--- config.mk ---
export PLATFORM = sky130hd
export DESIGN_NAME = vrt_ctrl
export DESIGN_NICKNAME = d
export VERILOG_FILES = /design/src/hdl/vrt_pkg.sv /design/src/hdl/vrt_ctrl.sv
export SDC_FILE = /design/constraint.sdc
export NUM_CORES = 1
export LEC_CHECK = 0
export BUFFER_PORTS_ARGS = -buffer_cell sky130_fd_sc_hd__buf_4
export CAP_MARGIN = 40
export CELL_PAD_IN_SITES_DETAIL_PLACEMENT = 0
export CELL_PAD_IN_SITES_GLOBAL_PLACEMENT = 1
export CORE_MARGIN = 5
export CORE_UTILIZATION = 30
export DETAILED_ROUTE_END_ITERATION = 6
export PLACE_DENSITY_LB_ADDON = 0.2
export SYNTH_ARGS = -nofsm -noshare
export SYNTH_HDL_FRONTEND = slang
export SYNTH_SLANG_ARGS = --single-unit
export TNS_END_PERCENT = 5
--- constraint.sdc ---
create_clock -name clk -period 3.9 [get_ports clk]
set_clock_uncertainty 0.1 [all_clocks]
set_input_delay 0.39 -clock clk [delete_from_list [all_inputs] [get_ports clk]]
set_output_delay 0.39 -clock clk [all_outputs]
set_load 0.02 [all_outputs]
--- src/hdl/vrt_pkg.sv ---
`default_nettype none
package vrt_pkg;

  localparam int GRID_SIDE_BITS_DEF = 4;
  localparam int FRAC_BITS_DEF = 16;
  localparam int POS_W = 24;
  localparam int DIR_W = 18;
  localparam int VOX_W = 20;
  localparam int COUNT_W = 27;
  localparam int OUT_VOX_W = 10;

  localparam logic [2:0] JOB_LAST = 3'd5;

  typedef enum logic [3:0] {
    S_CLEAR,
    S_IDLE,
    S_CHECK,
    S_ORIG,
    S_DIV_GO,
    S_DIV_RUN,
    S_STEP,
    S_STEP_WAIT,
    S_DONE
  } state_t;

  typedef struct packed {
    logic       clear_step;
    logic       load;
    logic       check;
    logic       grid_write;
    logic       div_start;
    logic       div_store;
    logic [2:0] div_job;
    logic       step;
    logic       set_hit;
    logic       set_miss;
  } cmd_t;

  typedef struct packed {
    logic clear_last;
    logic is_write;
    logic no_cast;
    logic solid;
    logic div_done;
    logic step_end;
  } status_t;

endpackage
`default_nettype wire

--- src/hdl/vrt_ctrl.sv ---
`default_nettype none
module vrt_ctrl (
  input  wire logic             clk,
  input  wire logic             rst,
  input  wire logic             start,
  input  wire vrt_pkg::status_t st,
  output vrt_pkg::cmd_t         cmd,
  output logic                  busy,
  output logic                  done
);

  import vrt_pkg::*;

  state_t     state, state_next;
  logic [2:0] job, job_next;

  always_ff @(posedge clk) begin
    if (rst) begin
      state <= S_CLEAR;
      job <= '0;
    end else begin
      state <= state_next;
      job <= job_next;
    end
  end

  always_comb begin
    state_next = state;
    job_next = job;
    unique case (state)
      S_CLEAR: begin
        if (st.clear_last) state_next = S_IDLE;
      end
      S_IDLE: begin
        if (start) state_next = S_CHECK;
      end
      S_CHECK: begin
        if (st.is_write || st.no_cast) state_next = S_DONE;
        else state_next = S_ORIG;
      end
      S_ORIG: begin
        job_next = '0;
        if (st.solid) state_next = S_DONE;
        else state_next = S_DIV_GO;
      end
      S_DIV_GO: begin
        state_next = S_DIV_RUN;
      end
      S_DIV_RUN: begin
        if (st.div_done) begin
          if (job == JOB_LAST) begin
            state_next = S_STEP;
          end else begin
            job_next = job + 3'd1;
            state_next = S_DIV_GO;
          end
        end
      end
      S_STEP: begin
        if (st.step_end) state_next = S_DONE;
        else state_next = S_STEP_WAIT;
      end
      S_STEP_WAIT: begin
        if (st.solid) state_next = S_DONE;
        else state_next = S_STEP;
      end
      S_DONE: begin
        state_next = S_IDLE;
      end
      default: state_next = S_CLEAR;
    endcase
  end

  always_comb begin
    cmd = '0;
    cmd.div_job = job;
    busy = 1'b1;
    done = 1'b0;
    unique case (state)
      S_CLEAR: cmd.clear_step = 1'b1;
      S_IDLE: begin
        busy = 1'b0;
        cmd.load = start;
      end
      S_CHECK: begin
        cmd.check = 1'b1;
        cmd.grid_write = st.is_write;
        cmd.set_miss = st.is_write || st.no_cast;
      end
      S_ORIG: cmd.set_hit = st.solid;
      S_DIV_GO: cmd.div_start = 1'b1;
      S_DIV_RUN: cmd.div_store = st.div_done;
      S_STEP: begin
        cmd.set_miss = st.step_end;
        cmd.step = !st.step_end;
      end
      S_STEP_WAIT: cmd.set_hit = st.solid;
      S_DONE: done = 1'b1;
      default: busy = 1'b1;
    endcase
  end

endmodule
`default_nettype wire

# Word-level counts from Yosys, hierarchy flattened
# Cells that the tools add are included.
[op_classes] add_sub_neg=1 eq_ne=13 n_mux=22 reduce_logical=7
[op_table] operator="4-bit case mux with 9 select lines" n=1
[op_table] operator="4-bit two-way mux" n=7
[op_table] operator="4-bit by 3-bit equality test with 1-bit output, second input constant" n=4
[op_table] operator="4-bit by 2-bit equality test with 1-bit output, second input constant" n=2
[op_table] operator="1-bit two-way mux" n=8
[op_table] operator="2-bit inequality test, second input constant" n=4
[op_table] operator="3-bit two-way mux" n=2
[op_table] operator="3-bit case mux with 2 select lines" n=1
[op_table] operator="3-bit AND reduction" n=2
[op_table] operator="4-bit by 1-bit equality test with 1-bit output, second input constant" n=1
[op_table] operator="4-bit equality test, second input constant" n=1
[op_table] operator="4-bit zero test" n=1
[op_table] operator="2-bit two-way mux" n=2
[op_table] operator="3-bit by 1-bit adder with 3-bit output, second input constant" n=1
[op_table] operator="3-bit equality test, second input constant" n=1
[op_table] operator="1-bit case mux with 2 select lines" n=1
[op_table] operator="2-bit nonzero test" n=1
[op_table] operator="2-bit OR reduction" n=1
[op_table] operator="1-bit zero test" n=1
[op_table] operator="1-bit logical OR" n=1
[word_totals] ff_bits=7 output_inout_bits=14 word_cells=45

# Depth between registers and ports, before layout
[depth] ltp_word=4 mapped_depth=5

# Least setup slack after synthesis
# OpenSTA, ideal clock, no wires.
[synth_timing] path_type="register to output" start="reg state[1]" end="out cmd[8] (netlist name)" arrival_ns=1.357 required_time_ns=3.410 setup_slack_ns=2.053 stages_incl_launch_ff=4 path_buffers=0 cell_sequence="dfxtp_1 -> or3b_4 -> nor2_1 -> and2_1"
[synth_lines] element="from (decl)" line_no="vrt_ctrl.sv:14" rtl="state_t state, state_next;"
[synth_lines] element="from (signal assigned)" line_no="vrt_ctrl.sv:22" rtl="state <= state_next;"
[synth_lines] element="to (decl)" line_no="vrt_ctrl.sv:7" rtl="output vrt_pkg::cmd_t cmd,"

==> run metrics <==
Layout area overhead=33.91%; DR iter-0 viols=8; CTS Hold Bufs=0; Synth Cell Area=579.3 µm²; Slew Viols, Final=0; Synth Area in Adders=0.04320; Root Driver=clkbuf_4; Yosys warning total=0; CP max stage delay=560 ps; GP Congestion=0.7036; Clock Path Buffers=2; XOR/XNOR share of the synthesized area=0; fraction of the mapped netlist area in simple logic gates=0.4212; DR WL/cell=12.14 µm; DIE HEIGHT=53.95 µm; hpwl dp=1038 µm; syn nets=79; final design utilization=0.4351; max cap viols=0; Slew headroom=0.6920; antenna-violating nets left=0; unrepaired setup endpoints after global routing=no; area of the die=2910 µm²; Placement Rows=15; Port Buffers=22; Setup Crit Path Kind=reg -> out; Compound-Gate Fraction of Synth Area=0.1533; fraction of layout cells with a size suffix above 1=0.3708; die width=53.95 µm; status=complete, no violations; peak supply drop=0.2740 mV; post-synthesis mux area share=0.08207; #FFs+latches synth=7; Tot GR Track Use=0.1092; first-pass GRT wire length=2311 µm; CP cell instances=or3b_4 -> nor2_1 -> and2_1 -> buf_4; Via density=4.842; P per Cell Area=447.1 nW/µm²; number of remaining DRC errors=0; Fillers=202; Hold Crit Class=in -> reg; Critical Path Slowest Stage Cell=dfxtp_1; Cell variety after synth=35; first-pass detailed-route iteration total=2; Worst-Margin Slew=461.4 ps; crit path max fanout=15; Crit. End Element=output port; Routed WL=1384 µm; io pins=23; cts repair resizes=0; Final setup viols=0; core footprint=1783 µm²; Tmin final=2148 ps; # diodes=0; Avg Inst Size Synth=8.519 µm²; CP arrival=1660 ps; Total Negative Setup Slacks=0 ps; initial core utilization=0.3249; pin count of the biggest net entering global routing=16; Leak=0.3525 nW; Total Power=0.3468 mW; global route total overflow=0; synthesized instance count=68; TritonCTS buffer count=3; post-CTS setup repair buffer count=0; period utilization=0.5509; crit start category=flip-flop; CTS sink cnt=7; Place WS=2017 ps; DR vias=552; Hold Vio Cnt, Final=0; Worst Path Required=3410 ps; main combinational cell family by area after synthesis=simple AND/OR/NAND/NOR gates; initial antenna violation count=0; CTS clk-pin slew, worst paths=60 ps; worst skew pair latency=250 ps; Total Nets Final=101; register area share after synthesis=0.2419; CTS tree=yes; vias in the first global route=547; post-route setup slack=1752 ps; H-tree Lvls=1; fmax=465.5 MHz
through the flow:
| stage | hold WS [ps] | std cells | area (µm²) |
|---|---|---|---|
| finish | 275.0 | 114 | 775.7 |
| global route | 275.7 | 114 | 775.7 |
| CTS | 264.0 | 114 | 775.7 |
| detailed placement | 464.6 | 110 | 749.5 |
| global placement | 454.1 | 110 | 749.5 |
| floorplan | 491.3 | 68 | 579.3 |
cells in the mapped netlist, drive strengths merged:
cell     instances  area (µm²)
nor3             6       35.03
and2b            1       7.510
clkbuf           1       3.750
a211oi           1       12.51
mux2             3       37.53
o21ai            1       5.000
and3             4       25.02
ha               2       25.02
and2             3       18.77
nor2             4       15.01
buf              4       22.52
o21ba            1       10.01
nand2            4       15.01
nor2b            3       18.77
o31ai            1       7.510
and3b            1       8.760
o221ai           1       8.760
o21bai           1       18.77
and4bb           2       25.02
nand3b           1       7.510
nand2b           1       6.260
inv              2       7.510
a21oi            1       5.000
nor3b            3       22.52
a31oi            2       12.51
dfxtp            7       140.1
mux2i            1       10.01
a2bb2oi          1       8.760
nor4             2       12.51
nor4b            1       8.760
or3b             1       11.26
or3              1       6.260
flip-flops by register name, indices dropped and copies added (netlist names):
register	count
job	3
state	4
logic make-up (layout without fill, tap and decap cells):
logic type               after synthesis  after routing
AND/OR/NAND/NOR                       38             38
flip-flops                             7              7
adder cells (fa/ha/maj)                2              2
AO/OA/AOI/OAI                         10             10
buffers and inverters                  7             28
multiplexers                           4              4
final timing paths:
kind	start	end	slack, ps	cells after the start
max reg2reg	state[2]	job[1]	2270	3
min	rst	state[2]	270	2
max	state[1]	cmd[8]	1750	4
min reg2reg	job[2]	job[2]	470	2
per-layer routing:
metal  track usage  part of all wire  wire length, µm
met5             0                 0                0
met4       0.04255             0.014               19
met3       0.02493             0.038               52
met2        0.1391              0.37              506
met1        0.1700              0.58              804
where the power goes:
part | internal (mW) | switching [mW]
sequential | 0.0815 | 0.0328
combinational | 0.0826 | 0.0824
clock | 0.0392 | 0.0284
total | 0.203 | 0.144
worst max-delay path, delay by kind of cell (launching register included):
kind / cells / cell delay (ps)
AND/OR/NAND/NOR: 3 / 710
flip-flops: 1 / 560
buffers and inverters: 1 / 130
placed cells by master, fill, tap and decap left out, types with 3 or more instances in the layout:
cell type / synthesis / final
and3_1: 4 / 4
nor3b_1: 3 / 3
and2_1: 3 / 3
nor2_1: 4 / 4
dfxtp_1: 7 / 7
nand2_1: 4 / 4
clkbuf_4: 0 / 3
buf_4: 1 / 22
nor2b_1: 3 / 3
nor3_1: 5 / 5
layout make-up:
| class | count | area (µm²) | share of cell area |
|---|---|---|---|
| multi-input cells | 54 | 405.4 | 0.5226 |
| clock buffers | 4 | 26.28 | 0.03387 |
| flip-flops and latches | 7 | 140.1 | 0.1806 |
| inverters | 2 | 7.507 | 0.009677 |
| well taps | 25 | 31.28 | 0.04032 |
| repair buffers | 22 | 165.2 | 0.2129 |
Note: power is estimated with default switching activity, not from simulation.
